--- src/fbbc_pkg.sv ---
`timescale 1ns / 1ps
`default_nettype none

package fbbc_pkg;

	localparam int HEADER_LEN    = 16;
	localparam int MAX_BLOCK_LEN = 65536;

	localparam logic [7:0] FLASH_ERASED = 8'hff;

	// header magic, offsets 0..7
	localparam logic [7:0] MAGIC [8] = '{
		8'h5a, 8'h53, 8'h42, 8'h4f, 8'h4f, 8'h54, 8'h30, 8'h31
	};

	typedef enum logic [1:0] {
		CMD_OPEN  = 2'd0,
		CMD_READ  = 2'd1,
		CMD_INCR  = 2'd2,
		CMD_QUERY = 2'd3
	} cmd_t;

	typedef enum logic [1:0] {
		OP_NONE    = 2'd0,
		OP_ERASE   = 2'd1,
		OP_HEADER  = 2'd2,
		OP_PROGRAM = 2'd3
	} op_t;

	localparam logic CFG_FLASH_BASE = 1'b0;
	localparam logic CFG_BLOCK_SIZE = 1'b1;

	// everything one command produces, before it is split into beats
	typedef struct packed {
		logic        reformat;   // erase + header beats come first
		logic        prog;       // final beat programs a bitmap byte
		logic [31:0] base_addr;
		logic [31:0] byte_addr;
		logic [7:0]  pbyte;
		logic [31:0] new_base;
		logic [31:0] value;
		logic        formatted;
	} res_t;

	function automatic logic [3:0] count_zeros(input logic [7:0] b);
		logic [3:0] n;
		n = '0;
		for (int i = 0; i < 8; i++) begin
			n = n + 4'(!b[i]);
		end
		return n;
	endfunction

endpackage

`default_nettype wire

--- src/fbbc_core.sv ---
`timescale 1ns / 1ps
`default_nettype none

module fbbc_core (
	input  wire logic              clk,
	input  wire logic              arst_n,
	input  wire logic              step,
	input  wire fbbc_pkg::cmd_t    cmd,
	input  wire logic [15:0]       byte_offset,
	input  wire logic [7:0]        data_byte,
	input  wire logic [31:0]       flash_base,
	input  wire logic [16:0]       block_size,
	output fbbc_pkg::res_t         res
);
	import fbbc_pkg::*;

	logic [31:0] base_q, base_n;
	logic [19:0] used_q, used_n;
	logic        fmt_q, fmt_n;
	logic        magic_q, magic_n;
	logic [31:0] check_q, check_n;
	logic        stop_q, stop_n;

	logic [16:0] size_eff;
	logic        usable;
	logic [19:0] cap;
	logic [20:0] used_sum;
	logic [31:0] base_p;
	logic [19:0] used_p;
	logic [15:0] pb_wide;
	logic        reformat;

	always_comb begin
		size_eff = (block_size > 17'(MAX_BLOCK_LEN)) ? 17'(MAX_BLOCK_LEN) : block_size;
		usable   = size_eff > 17'(HEADER_LEN);
		cap      = {size_eff - 17'(HEADER_LEN), 3'b000};
		used_sum = {1'b0, used_q} + 21'(count_zeros(data_byte));
		reformat = !fmt_q || (used_q >= cap);
		base_p   = fmt_q ? base_q + 32'(used_q) : '0;
		used_p   = reformat ? '0 : used_q;
		pb_wide  = 16'h00ff << ({1'b0, used_p[2:0]} + 4'd1);
	end

	// next state
	always_comb begin
		base_n  = base_q;
		used_n  = used_q;
		fmt_n   = fmt_q;
		magic_n = magic_q;
		check_n = check_q;
		stop_n  = stop_q;
		unique case (cmd)
			CMD_OPEN: begin
				base_n  = '0;
				used_n  = '0;
				fmt_n   = 1'b0;
				magic_n = 1'b0;
				check_n = '0;
				stop_n  = 1'b0;
			end
			CMD_READ: begin
				if (usable && ({1'b0, byte_offset} < size_eff)) begin
					if (byte_offset[15:4] == '0) begin
						if (!fmt_q) begin
							if (!byte_offset[3]) begin
								magic_n = (data_byte == MAGIC[byte_offset[2:0]]) &&
									(byte_offset[2:0] == 3'd0 || magic_q);
							end else if (!byte_offset[2]) begin
								base_n[8*byte_offset[1:0] +: 8] = data_byte;
							end else begin
								check_n[8*byte_offset[1:0] +: 8] = data_byte;
							end
							// last header byte decides the format
							if (byte_offset[3:0] == 4'(HEADER_LEN - 1)) begin
								fmt_n  = magic_q && (base_q == ~check_n);
								used_n = '0;
								stop_n = 1'b0;
							end
						end
					end else if (fmt_q && !stop_q) begin
						if (data_byte == FLASH_ERASED) begin
							stop_n = 1'b1;
						end else begin
							used_n = (used_sum > {1'b0, cap}) ? cap : used_sum[19:0];
							if (data_byte != '0) stop_n = 1'b1;
						end
					end
				end
			end
			CMD_INCR: begin
				if (usable) begin
					stop_n = 1'b1;
					if (reformat) begin
						base_n  = base_p;
						check_n = ~base_p;
						magic_n = 1'b1;
						fmt_n   = 1'b1;
					end
					used_n = used_p + 20'd1;
				end
			end
			default: ;
		endcase
	end

	// result set: value and formatted from the state after the command, flash beat fields from the state before it
	always_comb begin
		res.reformat  = (cmd == CMD_INCR) && usable && reformat;
		res.prog      = (cmd == CMD_INCR) && usable;
		res.base_addr = flash_base;
		res.byte_addr = flash_base + 32'(HEADER_LEN) + 32'(used_p[19:3]);
		res.pbyte     = pb_wide[7:0];
		res.new_base  = base_p;
		res.value     = fmt_n ? base_n + 32'(used_n) : '0;
		res.formatted = fmt_n;
	end

	always_ff @(posedge clk or negedge arst_n) begin
		if (!arst_n) begin
			base_q  <= '0;
			used_q  <= '0;
			fmt_q   <= 1'b0;
			magic_q <= 1'b0;
			check_q <= '0;
			stop_q  <= 1'b0;
		end else if (step) begin
			base_q  <= base_n;
			used_q  <= used_n;
			fmt_q   <= fmt_n;
			magic_q <= magic_n;
			check_q <= check_n;
			stop_q  <= stop_n;
		end
	end

endmodule

`default_nettype wire

--- src/fbbc_out.sv ---
`timescale 1ns / 1ps
`default_nettype none

module fbbc_out (
	input  wire logic           clk,
	input  wire logic           arst_n,
	input  wire logic           load,
	input  wire fbbc_pkg::res_t res,
	output logic                free,
	output logic                tvalid,
	input  wire logic           tready,
	output fbbc_pkg::op_t       op,
	output logic [31:0]         address,
	output logic [7:0]          pbyte,
	output logic [31:0]         hbase,
	output logic [31:0]         value,
	output logic                formatted,
	output logic                last
);
	import fbbc_pkg::*;

	res_t       res_s2;
	logic       valid_s2;
	logic [1:0] beat_q;

	always_comb begin
		last      = !res_s2.reformat || (beat_q == 2'd2);
		free      = !valid_s2 || (tready && last);
		tvalid    = valid_s2;
		value     = res_s2.value;
		formatted = res_s2.formatted;
		op        = OP_NONE;
		address   = '0;
		pbyte     = '0;
		hbase     = '0;
		if (res_s2.reformat && beat_q == 2'd0) begin
			op      = OP_ERASE;
			address = res_s2.base_addr;
		end else if (res_s2.reformat && beat_q == 2'd1) begin
			op      = OP_HEADER;
			address = res_s2.base_addr;
			hbase   = res_s2.new_base;
		end else if (res_s2.prog) begin
			op      = OP_PROGRAM;
			address = res_s2.byte_addr;
			pbyte   = res_s2.pbyte;
		end
	end

	always_ff @(posedge clk or negedge arst_n) begin
		if (!arst_n) begin
			valid_s2 <= 1'b0;
			beat_q   <= '0;
		end else if (load) begin
			valid_s2 <= 1'b1;
			beat_q   <= '0;
		end else if (valid_s2 && tready) begin
			if (last) valid_s2 <= 1'b0;
			beat_q <= beat_q + 2'd1;
		end
	end

	always_ff @(posedge clk) begin
		if (load) res_s2 <= res;
	end

endmodule

`default_nettype wire

--- src/flash_bitmap_boot_counter.sv ---
`timescale 1ns / 1ps
`default_nettype none

// channel   dir  handshake                    payload
// s_axis    in   s_axis_tvalid/s_axis_tready  tuser: cmd; tdata: byte_offset, data_byte
// m_axis    out  m_axis_tvalid/m_axis_tready  tuser: flash_op; tdata: address, byte,
//                                             header base, value, formatted; tlast
// cfg       in   cfg_wr_en (no wait)          cfg_index, cfg_data
//
// One item per cycle in while the output does not stall: s1 input register, then the
// step logic writes the counter state and the whole result set into the s2 result register.
// An increment that reformats yields three beats (erase, header, program),
// every other command one; the output beat count sets the sustained rate.
// s1 refills while s2 drains its last beat, so no bubble between items.
// arst_n clears state and valid flags and resets config (block size to 4096); nothing needs a clearing pass.

module flash_bitmap_boot_counter (
	input  wire logic         clk,
	input  wire logic         arst_n,

	input  wire logic         s_axis_tvalid,
	output logic              s_axis_tready,
	input  wire logic [23:0]  s_axis_tdata,   // [15:0] byte_offset, [23:16] data_byte
	input  wire logic [1:0]   s_axis_tuser,   // [1:0] cmd

	output logic              m_axis_tvalid,
	input  wire logic         m_axis_tready,
	output logic [111:0]      m_axis_tdata,   // [31:0] flash_address, [39:32] program_byte,
	                                          // [71:40] header_base, [103:72] counter_value,
	                                          // [104] is_formatted, rest zero
	output logic [1:0]        m_axis_tuser,   // [1:0] flash_op
	output logic              m_axis_tlast,

	input  wire logic         cfg_wr_en,
	input  wire logic         cfg_index,
	input  wire logic [31:0]  cfg_data
);
	import fbbc_pkg::*;

	logic [31:0] flash_base_q;
	logic [16:0] block_size_q;

	// input register
	logic        valid_s1;
	cmd_t        cmd_s1;
	logic [15:0] offset_s1;
	logic [7:0]  data_s1;

	logic  free;
	logic  load;
	res_t  res;
	op_t   op;
	logic [31:0] address, hbase, value;
	logic [7:0]  pbyte;
	logic        formatted;

	assign load          = valid_s1 && free;
	assign s_axis_tready = !valid_s1 || free;

	always_ff @(posedge clk or negedge arst_n) begin
		if (!arst_n) begin
			flash_base_q <= '0;
			block_size_q <= 17'd4096;
		end else if (cfg_wr_en) begin
			unique case (cfg_index)
				CFG_FLASH_BASE: flash_base_q <= cfg_data;
				CFG_BLOCK_SIZE: block_size_q <= cfg_data[16:0];
				default: ;
			endcase
		end
	end

	always_ff @(posedge clk or negedge arst_n) begin
		if (!arst_n) begin
			valid_s1 <= 1'b0;
		end else if (s_axis_tready) begin
			valid_s1 <= s_axis_tvalid;
		end
	end

	always_ff @(posedge clk) begin
		if (s_axis_tvalid && s_axis_tready) begin
			cmd_s1    <= cmd_t'(s_axis_tuser);
			offset_s1 <= s_axis_tdata[15:0];
			data_s1   <= s_axis_tdata[23:16];
		end
	end

	fbbc_core u_core (
		.clk         (clk),
		.arst_n      (arst_n),
		.step        (load),
		.cmd         (cmd_s1),
		.byte_offset (offset_s1),
		.data_byte   (data_s1),
		.flash_base  (flash_base_q),
		.block_size  (block_size_q),
		.res         (res)
	);

	fbbc_out u_out (
		.clk       (clk),
		.arst_n    (arst_n),
		.load      (load),
		.res       (res),
		.free      (free),
		.tvalid    (m_axis_tvalid),
		.tready    (m_axis_tready),
		.op        (op),
		.address   (address),
		.pbyte     (pbyte),
		.hbase     (hbase),
		.value     (value),
		.formatted (formatted),
		.last      (m_axis_tlast)
	);

	assign m_axis_tuser = op;
	assign m_axis_tdata = {7'd0, formatted, value, hbase, pbyte, address};

	// a held item in s1 blocks the input unless it moves on this cycle
	a_s1_hold: assert property (@(posedge clk) disable iff (!arst_n)
		(valid_s1 && !load) |-> !s_axis_tready)
		else $error("input taken while s1 full");

	// erase is always followed by the header program
	a_erase_then_header: assert property (@(posedge clk) disable iff (!arst_n)
		(m_axis_tvalid && m_axis_tready && m_axis_tuser == OP_ERASE) |=>
		(m_axis_tvalid && m_axis_tuser == OP_HEADER))
		else $error("erase not followed by header");

	// erase and header never close a result set
	a_format_not_last: assert property (@(posedge clk) disable iff (!arst_n)
		(m_axis_tvalid && (m_axis_tuser == OP_ERASE || m_axis_tuser == OP_HEADER))
		|-> !m_axis_tlast)
		else $error("format beat marked last");

	// a beat without a flash operation is a whole result set
	a_none_last: assert property (@(posedge clk) disable iff (!arst_n)
		(m_axis_tvalid && m_axis_tuser == OP_NONE) |-> m_axis_tlast)
		else $error("plain result not last");

endmodule

`default_nettype wire
--- config.mk ---
export PLATFORM = sky130hd
export DESIGN_NAME = flash_bitmap_boot_counter
export DESIGN_NICKNAME = d
export VERILOG_FILES = /design/src/fbbc_pkg.sv /design/src/fbbc_core.sv /design/src/fbbc_out.sv /design/src/flash_bitmap_boot_counter.sv
export SDC_FILE = /design/constraint.sdc
export NUM_CORES = 1
export LEC_CHECK = 0
export BUFFER_PORTS_ARGS = -buffer_cell sky130_fd_sc_hd__buf_4
export CORE_MARGIN = 5
export CORE_UTILIZATION = 45
export DETAILED_ROUTE_END_ITERATION = 10
export PLACE_DENSITY = 0.6
export SYNTH_ARGS = -nofsm -noshare
export SYNTH_HDL_FRONTEND = slang
export SYNTH_SLANG_ARGS = --single-unit
--- constraint.sdc ---
create_clock -name clk -period 11.8 [get_ports clk]
set_input_delay 2.36 -clock clk [delete_from_list [all_inputs] [get_ports clk]]
set_output_delay 2.36 -clock clk [all_outputs]
set_load 0.005 [all_outputs]
======== Word-level counts from Yosys, hierarchy flattened ========
Memory sizes are Yosys's and may differ from the RTL's.
Cells that the tools add are included.
storage, ports and cells
  register bits ........................... 305
  memories ................................ 1
  ROM bits ................................ 64
  input bits .............................. 64
  logic and storage cells ................. 190
memories
  name             depth  bits a word  rd ports  clocked after memory_dff  write ports  line             text
  (no name shown)  8      8            1         0                         0            fbbc_core.sv:66  magic_n = (data_byte == MAGIC[byte_offset[2:0]]) &&
operators by class
  mux-type cells .......................... 75
  equality and inequality tests ........... 18
  bitwise gates (word level) .............. 4
  magnitude comparators ................... 6
  add/sub/neg operators ................... 17
  shift-type cells ........................ 3
  reductions and logical operators ........ 44
operators with widths
  cell                     count
  $mux 32                  24
  $pmux 32 s3              2
  $mux 20                  9
  $add 32x20->32           2
  $bwmux 32                2
  $not 32->32              2
  $pmux 20 s3              1
  $mux 8                   5
  $neg 5->34               1
  $shift 8x34->32 const A  1
  $shiftx 8x34->32         1
  $add 32x17->32           1
  $add 32x5->32 const B    1
  $eq 32x32->1             1
  $add 4x1->4              6
  $mux 1                   23
  $add 20x4->21            1
  $gt 21x20->1             1
  $add 20x1->20 const B    1
  $ge 20x20->1             1
  $gt 17x17->1 const B     1
  $gt 17x5->1 const B      1
  $lt 16x17->1             1
  $mux 17                  1
  other kinds (32)         77

======== Logic depth before layout (Yosys ltp) ========
Gate-level depths: netlist (run 1).
  word-level depth ........................ 17
  depth in mapped cells ................... 39

======== Cells and area by module ========
Synthesis (run 1) repeated with hierarchy kept, for this count alone.
unflattened totals
  cell total of the unflattened synthesis .. 2396
  area total of the unflattened synthesis .. 22495.3 µm²
by module, submodules not included
  module                     instances  area an instance (µm²)  cells an instance
  fbbc_core                  1          14254.9                 1906
  fbbc_out                   1          5367.6                  345
  flash_bitmap_boot_counter  1          2872.8                  145

======== Worst setup path after synthesis (run 1) ========
No wires, ideal clock.
  kind .................................... flip-flop to flip-flop
  start point ............................. reg data_s1[1]
  end point ............................... reg u_out.res_s2 (netlist bit u_out.value[31]) (data pin)
  slack ................................... 2410 ps
  clock period less this slack ............ 9390 ps
  data arrival time ....................... 9128 ps
  stages on the path, launching flop included .. 38
  library setup time ...................... 262 ps
  data required time ...................... 11538 ps
  cells stage by stage .................... edfxtp_1 -> inv_1 -> ha_1 -> fa_1 -> fa_1 -> fa_1 -> fa_1 -> fa_1 -> a21o_1 -> a21oi_1 -> or2_2 -> clkbuf_1 -> nor2_1 -> nand2_1 -> xnor2_1 -> ha_1 -> a21o_1 -> a21o_1 -> (+2 left out) -> o311a_1 -> nor2_1 -> buf_2 -> nor3_1 -> nor4_1 -> o22ai_1 -> mux2_2 -> ha_1 -> clkbuf_1 -> a21oi_1 -> nand2_1 -> a221oi_1 -> a21oi_1 -> o41ai_1 -> o311ai_0 -> o221a_2 -> nand4_1 -> mux2_1
on the way
  word-level cells in the longest chain between the ends .. 17
  elaborated cells on any way between the ends .. 41
  classes of those cells .................. 9 x add/sub; 1 x order compare; 2 x eq/ne; 1 x shift; 25 x mux; 1 x bitwise; 2 x reduce/logical
RTL lines
  item                      line                             text
  from (decl)               flash_bitmap_boot_counter.sv:47  logic [7:0] data_s1;
  from (signal assigned)    flash_bitmap_boot_counter.sv:85  data_s1 <= s_axis_tdata[23:16];
  $logic_not 1->1           fbbc_pkg.sv:49                   n = n + 4'(!b[i]);
  $add 1x1->2               fbbc_pkg.sv:49
  $add 4x1->4 (6 in a row)  fbbc_pkg.sv:49
  $add 20x4->21             fbbc_core.sv:37                  used_sum = {1'b0, used_q} + 21'(count_zeros(data_byte));
  $gt 21x20->1              fbbc_core.sv:84                  used_n = (used_sum > {1'b0, cap}) ? cap : used_sum[19:0];
  $mux 20                   fbbc_core.sv:84
  $mux 20 *                 fbbc_core.sv:81                  if (data_byte == FLASH_ERASED) begin
  $mux 20 *                 fbbc_core.sv:80                  end else if (fmt_q && !stop_q) begin
  $mux 20 *                 fbbc_core.sv:63                  if (byte_offset[15:4] == '0) begin
  $mux 20 *                 fbbc_core.sv:62                  if (usable && ({1'b0, byte_offset} < size_eff)) begin
  $pmux 20 s3 *             fbbc_core.sv:52                  unique case (cmd)
  via u_core.used_n[10]     fbbc_core.sv:18                  logic [19:0] used_q, used_n;
  $add 32x20->32 *          fbbc_core.sv:114                 res.value = fmt_n ? base_n + 32'(used_n) : '0;
  to (signal assigned)      fbbc_out.sv:64                   if (load) res_s2 <= res;
  to (decl)                 fbbc_out.sv:22                   res_t res_s2;
Mark *: on every way through the listed nets, which the timed path passes. The rest lies on a longest branch. The select of a mux whose other input is x is not followed.
A chain may end at the register's enable or synchronous reset.

======== Worst setup path after layout (run 1) ========
  start point ............................. reg data_s1[0]
  end point ............................... reg u_out.res_s2 (netlist bit u_out.value[31]) (data pin)
Same word-level chain as after synthesis.

==> results.md, run 1 <==
- Clock tree from TritonCTS: built
- Flip-flop cell with the highest count after synthesis: edfxtp_1
- CP startpoint kind: flop
- Area growth, synth to finish: 13.1%
- Number of max-slew violations in the final report: 0
- Total vias in the final route: 20100
- Synthesis warning total: 0
- Number of rows created at floorplan: 82
- Buffer cell driving the clock tree root: clkbuf_16
- Hold Crit Endpoint: u_out.res_s2[109]
- Data required time at the worst endpoint: 12.11 ns
- Number of remaining DRC errors: 0
- Worst-skew pair later-pin latency: 0.57 ns
- Maximum achievable frequency: 92.8 MHz
- Synthesis-stage register bit count: 305
- Post-layout net count: 2766
- Status: completed
- Count of max-cap constraint violations: 0
- Number of cells on the worst reg-to-reg path: 34
- Cell area after layout: 25500 um2
- Drt pass-1 iters: 6
- Slowest cell on the critical path: o311ai_0
- Transition time at the pin with the least slew margin: 1.28 ns
- Max Clock Skew: 0.0401 ns
- GP Congestion: 1.05
- Number of global-route vias before repair: 19100
- Final hold violation count: 0
- Area post-placement: 24300 um2
- Unique masters post-synth: 100
- Hold bufs inserted after CTS: 0
- Final-layout worst hold slack: 0.454 ns
- Final worst path period share: 91.3%
- Netlist area before placement: 22600 um2
- Effective utilization at floorplan: 45.3%
- Crit end category: flop
- H-tree Lvls: 2
- Largest net degree at the start of global routing: 97
- Number of enable flip-flop cells after synthesis: 165
- Final routed wirelength across all metal layers: 82400 um
- Setup total negative slack: 0 ns
- Capture point of the worst reg-to-reg path: u_out.value[31]
- Cell depth of the worst min-delay path: 0
- Maximum vdd ir drop: 0.107 mV
- Number of DRC markers after the initial detailed-route iteration: 2458
- Static leakage power: 0.0106 uW
- I/O Pins: 181
- Top area cells in the synthesized netlist: edfxtp_1 (22%), dfrtp_1 (15%), ha_1 (8.2%)
- Register clock-pin slew on the reported worst setup and hold paths: 0.06 ns
- Number of clock buffers inserted by TritonCTS: 36
- Count of input and output buffers: 173
- Syn_area_per_cell: 9.17 um2
- Routed length per placed instance: 25.4 um
- Clock period minus final worst setup slack: 10.77 ns
- Fill cell count: 4671
- HP Start: flash_base_q[4]
- Post-Syn Instances: 2462
- Post-CTS setup buffer count: 0
- Critical Path Max Stage Delay: 0.68 ns
- Sequential-to-total area share from yosys stat: 37.5%
- Deepest clock path buffer count: 3
- Detailed Place HPWL: 60200 um
- Critical path's most frequent cell: fa_1
- Arrival @ worst endpoint: 11.09 ns
- Maximum fanout count along the critical path: 13
- Count of cells resized by post-cts repair: 0
- Worst hold path type: reg2reg
- Reg-to-reg slack, setup: 1.03 ns
- Total global routing overflow: 0
- Slew HR: 13.6%
- Fraction of registers with async set or reset after synthesis: 45.9%
- Standard cell core area: 49900 um2
- Reg-to-Reg Start: data_s1[0]
- Critical setup path kind: reg2reg
- Total design power: 5040 uW
- Antenna viol nets, final: 0
- TritonCTS sink count: 305
- Initial antenna violation count: 1
- Width of the chip: 234 um
- Power per cell area: 197 nW/um2
- Total global-route track usage: 29.2%
- Via density per instance: 6.18
- Wire length of the first global-routing pass: 122000 um
- RSZ-0062 raised after global routing: false
- Cell type contributing the most total cell area after synthesis: edfxtp_1
- Final core area utilization: 51.2%
- Fraction of layout instances using a drive strength above 1: 15.7%
- Number of endpoints failing setup at the final stage: 0
- Die Footprint: 54700 um2
- Post-synth top area share: 21.9%
- Die height: 234 um
state kept, by name, indices dropped and copies added (netlist names):
signal and flops:
block_size_q 17, cmd_s1 2, data_s1 8, flash_base_q 32, offset_s1 16, u_core.base_q 32
u_core.check_q 32, u_core.fmt_q 1, u_core.magic_q 1, u_core.stop_q 1, u_core.used_q 20, u_out.beat_q 2
u_out.formatted 1, u_out.res_s2 106, u_out.tvalid 1, u_out.value 32, valid_s1 1
stage by stage:
stage / instances / setup WS (ns)
6_report: 3247 / 1.03
3_3_place_gp: 3180 / 1.30
3_5_place_dp: 3180 / 1.17
5_1_grt: 3246 / 0.196
2_1_floorplan: 2468 / 2.41
4_1_cts: 3246 / 1.14
critical path, delay by kind of cell, from the launching register on:
kind	cells	cell delay [ns]
xor gates and xnor gates	1	0.15
and+or+nand+nor	7	1.36
muxes	1	0.33
DFF	1	0.46
buffers and inverters	1	0.11
adders and majority gates	8	3.40
AOI/OAI and AO/OA	16	4.70
power breakdown:
group          leakage, uW  internal (uW)  switching, uW
clock network     0.000605            696            473
registers          0.00335           1410            223
logic              0.00668            810           1420
total               0.0106           2910           2120
logic make-up (layout without fill, tap and decap cells):
group                    after synthesis  count (layout)  synth area share [%]
adder cells (fa/ha/maj)              156             156                  8.91
XOR/XNOR                             137             137                  5.31
multiplexers                         131             131                  6.26
AND/OR/NAND/NOR                      901             901                  20.1
other                                  1               8                0.0166
AO/OA/AOI/OAI                        568             568                  16.8
flip-flops                           305             305                  37.5
buffers and inverters                263             369                  5.12
per-layer routing:
metal  global-route usage (%)  routed length [um]
met5                        0                   0
met4                     10.1                3300
met3                     7.31                8610
met2                     44.2               35700
met1                     41.1               34900
synthesized netlist by cell type (19+ instances only):
library cell / count
o21ai_0: 126
and3_1: 32
a22oi_1: 26
xor2_1: 36
buf_4: 40
nor2_1: 169
nand3_1: 86
a21oi_1: 126
mux2_2: 79
nor3_1: 57
nand2b_1: 40
and2_1: 65
o21a_1: 21
edfxtp_1: 165
a22o_1: 19
inv_1: 81
dfrtp_1: 139
o22ai_1: 32
xnor2_1: 101
a21o_1: 25
nand2_1: 287
ha_1: 148
clkbuf_1: 112
nand4_1: 36
mux2i_1: 50
worst max path at each step:
stage                from               to  slack, ns  cells after the start
6_report       data_s1[0]  u_out.value[31]       1.03                     34
5_1_grt        data_s1[0]  u_out.value[31]       0.20                     34
4_1_cts        data_s1[0]  u_out.value[31]       1.14                     34
3_5_place_dp   data_s1[0]  u_out.value[31]       1.17                     34
3_3_place_gp   data_s1[0]  u_out.value[31]       1.30                     34
2_1_floorplan  data_s1[1]  u_out.value[31]       2.41                     37
placed cells by master (no fill, tap or decap), drive strengths merged, types with 16 or more instances in the layout:
| cell | instances |
|---|---|
| xor2 | 36 |
| nor4bb | 18 |
| inv | 84 |
| and3 | 32 |
| o21ai | 133 |
| a22oi | 26 |
| o22ai | 33 |
| ha | 148 |
| nor3 | 58 |
| clkbuf | 49 |
| nor2 | 170 |
| o21a | 21 |
| buf | 219 |
| o31ai | 17 |
| nand3 | 87 |
| nand4 | 36 |
| mux2i | 50 |
| nand2 | 287 |
| nand2b | 40 |
| a21o | 26 |
| dfrtp | 139 |
| a22o | 19 |
| a21oi | 126 |
| or3 | 16 |
| and2 | 66 |
| nor4 | 19 |
| a31oi | 18 |
| mux2 | 81 |
| edfxtp | 165 |
| xnor2 | 101 |
| a211oi | 17 |
cell type report:
| cell class | count | area (um2) | share of cell area (%) |
|---|---|---|---|
| Multi-Input combinational cell | 1900 | 13000 | 51.0 |
| Sequential cell | 305 | 8460 | 33.1 |
| Timing Repair Buffer | 219 | 1650 | 6.46 |
| Clock buffer | 49 | 1050 | 4.13 |
| Tap cell | 672 | 841 | 3.29 |
| Inverter | 84 | 320 | 1.25 |
| Clock inverter | 17 | 185 | 0.726 |
| Antenna cell | 1 | 2.50 | 0.00980 |
Note: power is estimated with default switching activity, not from simulation.
==> run 2: changes to the inputs <==
Settings changed: CORE_UTILIZATION 45 to 25, PLACE_DENSITY 0.6 to 0.37.
==> run 2 against run 1 <==
Register-to-register slack improved by 0.02 ns. First-iteration DRC count fell by 24%. Via count fell by 1.4%. Clock skew fell by 0.018 ns. Count of clock-buffer cells in the layout rose by 5. Power rose by 6.0%. Largest power group unchanged. Sequential share of layout area fell by 1.2 points. Fmax rose by 0.16%. Routed wire length rose by 17%. Worst hold slack got worse by 0.010 ns. Clock power rose by 20%.
==> results.md, run 2 (synthesis gave the netlist of run 1 again) <==
- Standard cell core area: 89900 um2 (+80%)
- Arrival @ worst endpoint: 11.09 ns (about the same)
- Number of rows created at floorplan: 110 (+34%)
- Number of max-slew violations in the final report: 0 (unchanged)
- I/O Pins: 181 (unchanged)
- Total design power: 5340 uW (+6.0%)
- Number of remaining DRC errors: 0 (unchanged)
- Reg-to-reg slack, setup: 1.04 ns (+0.02 ns)
- Count of input and output buffers: 173 (unchanged)
- Largest net degree at the start of global routing: 78 (-20%)
- Share of total power consumed by net switching: 42.4% (+0.30 points)
- Die Footprint: 96400 um2 (+76%)
- Routed length per placed instance: 25.5 um (+0.43%)
- Transition time at the pin with the least slew margin: 1.21 ns (-0.0695 ns)
- Max Clock Skew: 0.0221 ns (-0.0180 ns)
- Via density per instance: 5.24 (-15%)
- Status: completed
- Total global-route track usage: 19.3% (-10 points)
- Final worst path period share: 91.2% (-0.15 points)
- Clock period minus final worst setup slack: 10.76 ns (-0.0176 ns)
- Number of cells on the worst reg-to-reg path: 35 (+2.9%)
- Maximum vdd ir drop: 0.105 mV (-2.6%)
- TritonCTS sink count: 305 (unchanged)
- Count of max-cap constraint violations: 0 (unchanged)
- Number of DRC markers after the initial detailed-route iteration: 1864 (-24%)
- Critical path's most frequent cell: fa_1
- Reg-to-Reg Start: data_s1[0]
- Effective utilization at floorplan: 25.1% (-20 points)
- Hold bufs inserted after CTS: 0 (unchanged)
- Fraction of layout instances using a drive strength above 1: 16.5% (+0.85 points)
- Capture point of the worst reg-to-reg path: u_out.value[31]
- Sequential share of power: 30.1% (-2.3 points)
- Drt pass-1 iters: 6 (unchanged)
- Deepest clock path buffer count: 3 (unchanged)
- H-tree Lvls: 2 (unchanged)
- Final hold violation count: 0 (unchanged)
- Count of cells resized by post-cts repair: 0 (unchanged)
- GP Congestion: 0.915 (-12%)
- CP startpoint kind: flop
- Power Internal: 3070 uW (+5.4%)
- Width of the chip: 311 um (+33%)
- Wire length of the first global-routing pass: 141000 um (+15%)
- Critical setup path kind: reg2reg
- Power per cell area: 201 nW/um2 (+2.0%)
- Final routed wirelength across all metal layers: 96200 um (+17%)
- Area growth, synth to finish: 17.5%
- Worst setup path end: u_out.value[31]
- RSZ-0062 raised after global routing: false
- Number of endpoints failing setup at the final stage: 0 (unchanged)
- Buffer cell driving the clock tree root: clkbuf_16
- Worst-skew pair later-pin latency: 0.59 ns (+0.02 ns)
- Register clock-pin slew on the reported worst setup and hold paths: 0.06 ns (about the same)
- Post-CTS setup buffer count: 0 (unchanged)
- Die height: 311 um (+33%)
- Detailed Place HPWL: 71800 um (+19%)
- Maximum fanout count along the critical path: 13 (unchanged)
- N_diodes: 0 (-1)
- Dpl cells: 3695 (+16%)
- Setup total negative slack: 0 ns (unchanged)
- Most common cell after layout, fill and taps aside: nand2_1
- GRT met2 Usage: 31.5% (-13 points)
- Worst Setup SP: data_s1[0]
- Number of flip-flops in the largest register: 106 (unchanged)
- Met3 track demand over resource in global routing: 3.21% (-4.1 points)
- Antenna viol nets, final: 0 (unchanged)
- Number of clock buffers inserted by TritonCTS: 43 (+19%)
- Gr busiest metal: met2
- Number of global-route vias before repair: 19700 (+3.5%)
- Clock Power Share: 26.2% (+3.0 points)
- Worst hold path type: reg2reg
- Initial antenna violation count: 2 (+1)
- HP Start: flash_base_q[4]
- Post-layout net count: 2784 (+0.65%)
- Critical Path Max Stage Delay: 0.73 ns (+0.05 ns)
- Slowest cell on the critical path: o311ai_0
- Total vias in the final route: 19800 (-1.4%)
- Final core area utilization: 29.5% (-22 points)
- Final-layout worst hold slack: 0.444 ns (-0.0101 ns)
- Part of the total power dissipated in combinational logic: 43.7% (-0.7 points)
- Data required time at the worst endpoint: 12.13 ns (+0.02 ns)
- Crit end category: flop
- Maximum achievable frequency: 93.0 MHz (+0.16%)
- Largest register by flop count: u_out.res_s2
- Leading cell types in the layout, fill and taps excluded: nand2_1 (286), buf_4 (229), nor2_1 (167), edfxtp_1 (165), ha_1 (146)
- Final Non-Filler Cells: 3775 (+16%)
- Clock tree from TritonCTS: built
- Fill cell count: 9382 (+100%)
- Slew HR: 18.3% (+4.7 points)
- Global routing met1 resource utilization: 26.6% (-14 points)
- Static leakage power: 0.0108 uW (+1.7%)
- Total global routing overflow: 0 (unchanged)
- Switching component of the power: 2260 uW (+6.7%)
## run 2: through the flow
step	instance area, um2	setup slack [ns]
3_3_place_gp	25000	1.37
4_1_cts	26500	1.19
5_1_grt	26500	0.167
2_1_floorplan	22600	2.41
6_report	26500	1.04
3_5_place_dp	25000	1.24
## run 2: metal layers
| layer | up-vias | routed length [um] | part of all wire [%] |
|---|---|---|---|
| li1 | 9199 | - | - |
| met1 | 9777 | 43200 | 45 |
| met2 | 668 | 44400 | 46 |
| met3 | 125 | 6040 | 6.3 |
| met4 | 0 | 2630 | 2.7 |
| met5 | - | 0 | 0 |
## run 2: power groups by stage
stage | combinational, uW | sequential (uW) | clock [uW]
2_1_floorplan | 1430 | 1550 | 0
3_5_place_dp | 2330 | 1620 | 0
3_3_place_gp | 2330 | 1620 | 0
5_1_grt | 2530 | 1630 | 1480
4_1_cts | 2340 | 1600 | 1440
6_report | 2330 | 1600 | 1400
## run 2: worst min path at each step
stage               slack (ns)                 to  depth (start not counted)
floorplan                 0.42  u_out.res_s2[109]                          0
global placement          0.43  u_out.res_s2[135]                          0
detailed placement        0.43  u_out.res_s2[109]                          0
CTS                       0.44  u_out.res_s2[109]                          0
global route              0.45  u_out.res_s2[109]                          0
finish                    0.44  u_out.res_s2[109]                          0
## run 2: final cells by class
cell class	instances	area [um2]	area share [%]
multi-input cells	1900	13000	49.2
flip-flops and latches	305	8460	31.9
repair buffers	230	1730	6.52
well taps	1176	1470	5.55
clock buffers	54	1170	4.41
clock inverters	26	330	1.25
inverters	84	320	1.21
## run 2: worst max-delay path: cells and delay by family, from the launching register on
kind | cells | cell delay, ns
AOI/OAI and AO/OA | 16 | 4.84
adders and majority gates | 8 | 3.46
and+or+nand+nor | 7 | 0.90
DFF | 1 | 0.46
buffers and inverters | 2 | 0.34
muxes | 1 | 0.34
xor gates and xnor gates | 1 | 0.14
==> run 3: changes to the inputs <==
Settings changed: ABC_AREA from default to 1.
Clock period 11.8 ns to 13.5 ns, I/O delays scaled along.
==> run 3 against run 2 <==
Register-to-register slack better by 2.2 ns. Sequential share of layout area decreased by 1.2 points. Final cell count up 24%. Area after synthesis up 5.8%. Highest routed layer unchanged.
==> results.md, run 3 <==
- Die height: 319 um (+2.8%)
- H-tree Lvls: 2 (unchanged)
- Slew HR: 22.2% (+3.9 points)
- Critical setup path kind: reg2reg
- Setup total negative slack: 0 ns (unchanged)
- Maximum fanout count along the critical path: 21 (+8)
- Leading cell types in the layout, fill and taps excluded: nand2_1 (932), inv_1 (334), nor2_1 (265), o21ai_0 (233), nand3_1 (223)
- Final worst path period share: 76.0% (-15 points)
- Status: completed
- Cell type contributing the most total cell area after synthesis: edfxtp_1
- Flip-flop cell with the highest count after synthesis: edfxtp_1
- Critical path's most frequent cell: nand2_1
- Clock tree from TritonCTS: built
- Total global routing overflow: 0 (unchanged)
- Most used standard cell by instance count after synthesis: nand2_1
- Arrival @ worst endpoint: 10.58 ns (-0.51 ns)
- RSZ-0062 raised after global routing: false
- Post-layout net count: 3606 (+30%)
- CP startpoint kind: flop
- Critical Path Max Stage Delay: 0.58 ns (-0.15 ns)
- Total vias in the final route: 22700 (+15%)
- TritonCTS sink count: 305 (unchanged)
- Worst hold path type: reg2reg
- Antenna viol nets, final: 0 (unchanged)
- Number of clock buffers inserted by TritonCTS: 42 (-2.3%)
- Standard cell core area: 94900 um2 (+5.6%)
- Count of max-cap constraint violations: 0 (unchanged)
- Number of endpoints failing setup at the final stage: 0 (unchanged)
- Fraction of registers with async set or reset after synthesis: 45.9% (unchanged)
- Synthesis warning total: 0 (unchanged)
- Post-CTS setup buffer count: 0 (unchanged)
- Worst-skew pair later-pin latency: 0.61 ns (+0.02 ns)
- Final hold violation count: 0 (unchanged)
- Number of flip-flops in the largest register: 106 (unchanged)
- Detailed Place HPWL: 78000 um (+8.6%)
- Clock period minus final worst setup slack: 10.26 ns (-0.493 ns)
- Synthesis-stage register bit count: 305 (unchanged)
- Final routed wirelength across all metal layers: 104000 um (+8.1%)
- Initial antenna violation count: 0 (-2)
- Post-synth top area share: 20.8% (-1.2 points)
- Number of max-slew violations in the final report: 0 (unchanged)
- Number of global-route vias before repair: 21600 (+9.2%)
- Crit end category: flop
- Fraction of layout instances using a drive strength above 1: 11.4% (-5.2 points)
- Count of input and output buffers: 173 (unchanged)
- Count of cells resized by post-cts repair: 0 (unchanged)
- Hold bufs inserted after CTS: 0 (unchanged)
- Max Clock Skew: 0.0369 ns (+0.0148 ns)
- Cell area after layout: 27600 um2 (+4.0%)
- Most common cell after layout, fill and taps aside: nand2_1
- Drt pass-1 iters: 5 (-1)
- Sequential-to-total area share from yosys stat: 35.4% (-2.0 points)
- Area post-placement: 26200 um2 (+4.6%)
- Largest register by flop count: u_out.res_s2
- Static leakage power: 0.0128 uW (+18%)
- Slowest cell on the critical path: fa_1
- Area growth, synth to finish: 15.5%
- Number of rows created at floorplan: 113 (+2.7%)
- Deepest clock path buffer count: 3 (unchanged)
- Data required time at the worst endpoint: 13.81 ns (+1.68 ns)
- Top area cells in the synthesized netlist: edfxtp_1 (21%), nand2_1 (15%), dfrtp_1 (15%)
- Dpl cells: 4607 (+25%)
- Total global-route track usage: 19.7% (+0.37 points)
- Number of DRC markers after the initial detailed-route iteration: 1990 (+6.8%)
- Transition time at the pin with the least slew margin: 1.16 ns (-0.0509 ns)
- Buffer cell driving the clock tree root: clkbuf_16
- Syn_area_per_cell: 7.22 um2 (-21%)
- Leading cell types by count after synthesis: nand2_1 (933), inv_1 (335), nor2_1 (268)
- Largest net degree at the start of global routing: 86 (+10%)
- Number of enable flip-flop cells after synthesis: 165 (unchanged)
- Number of remaining DRC errors: 0 (unchanged)
- Wire length of the first global-routing pass: 151000 um (+6.9%)
- Effective utilization at floorplan: 25.2% (+0.049 points)
- Unique masters post-synth: 65 (-35%)
- Post-Syn Instances: 3306 (+34%)
- Register clock-pin slew on the reported worst setup and hold paths: 0.06 ns (about the same)
- Maximum vdd ir drop: 0.118 mV (+13%)
- N_diodes: 0 (unchanged)
- Via density per instance: 4.84 (-7.6%)
- Fill cell count: 10500 (+12%)
- Maximum achievable frequency: 97.4 MHz (+4.8%)
- Power per cell area: 245 nW/um2 (+22%)
- Final Non-Filler Cells: 4684 (+24%)
- Routed length per placed instance: 22.2 um (-13%)
- Width of the chip: 319 um (+2.8%)
- Reg-to-reg slack, setup: 3.24 ns (+2.19 ns)
- I/O Pins: 181 (unchanged)
- Netlist area before placement: 23900 um2 (+5.8%)
- Die Footprint: 102000 um2 (+5.6%)
- GP Congestion: 0.911 (-0.51%)
run 3: cell types whose count changed after synthesis, sizes merged, moves of 64 or more:
| cell | delta |
|---|---|
| xnor2 | -87 |
| and2 | -66 |
| nand3 | +146 |
| inv | +270 |
| mux2 | -73 |
| a21oi | +64 |
| o21ai | +150 |
| nand2 | +654 |
| nor2 | +123 |
run 3: final cells by class:
cell class / count / area [um2] / share of cell area [%]
inverters: 363 / 1360 / 4.94
well taps: 1265 / 1580 / 5.74
clock buffers: 60 / 1170 / 4.24
flip-flops and latches: 305 / 8460 / 30.7
clock inverters: 17 / 235 / 0.853
repair buffers: 214 / 1610 / 5.84
multi-input cells: 2460 / 13200 / 47.7
run 3: stage by stage:
| stage | total power, uW | hold slack [ns] | setup slack [ns] | util, % |
|---|---|---|---|---|
| 6_report | 6770 | 0.460 | 3.24 | 29.1 |
| 5_1_grt | 7290 | 0.477 | 2.14 | 29.1 |
| 4_1_cts | 6810 | 0.463 | 3.37 | 29.1 |
| 3_5_place_dp | 5610 | 0.439 | 3.41 | 27.6 |
| 3_3_place_gp | 5640 | 0.426 | 3.56 | 27.6 |
| 2_1_floorplan | 4070 | 0.425 | 5.13 | - |
run 3: path summary, 6_finish.rpt:
path,from,endpoint,cells past startpoint
max in group asynchronous,arst_n,u_core.check_q[26],2
worst max-delay path,data_s1[1],u_out.value[25],48
worst min register to register,flash_base_q[29],u_out.res_s2[134],0
worst max register to register,data_s1[1],u_out.value[25],48
worst min-delay path,flash_base_q[29],u_out.res_s2[134],0
min in group asynchronous,arst_n,block_size_q[5],1
run 3: power by group:
part	switching (uW)	total [uW]	internal, uW
clock	478	1160	686
sequential	308	1730	1420
combinational	2690	3880	1190
run 3: critical path: cells and delay by family, from the launching register on:
kind	cells	cell delay, ns
XOR/XNOR	2	0.38
flip-flops	1	0.50
adder cells (fa/ha/maj)	8	3.27
buffers and inverters	5	0.78
AO/OA/AOI/OAI	8	1.54
AND/OR/NAND/NOR	25	3.45
run 3: cell families (layout without fill, tap and decap cells):
kind of cell	Yosys count	in the layout	share of synthesized area (%)
xor gates and xnor gates	68	68	2.49
adders and majority gates	156	156	8.43
DFF	305	305	35.4
buffers and inverters	547	654	9.70
other	1	7	0.0157
AOI/OAI and AO/OA	643	643	15.5
muxes	8	8	0.377
and+or+nand+nor	1578	1578	28.0
run 3: routing by layer:
metal  up-vias  track usage, %  routed length (um)
met1     10700            29.0               50300
li1      11200               -                   -
met3       121            2.60                5830
met2       684            30.7               45500
met5         -               0                   0
met4         0            4.41                2400
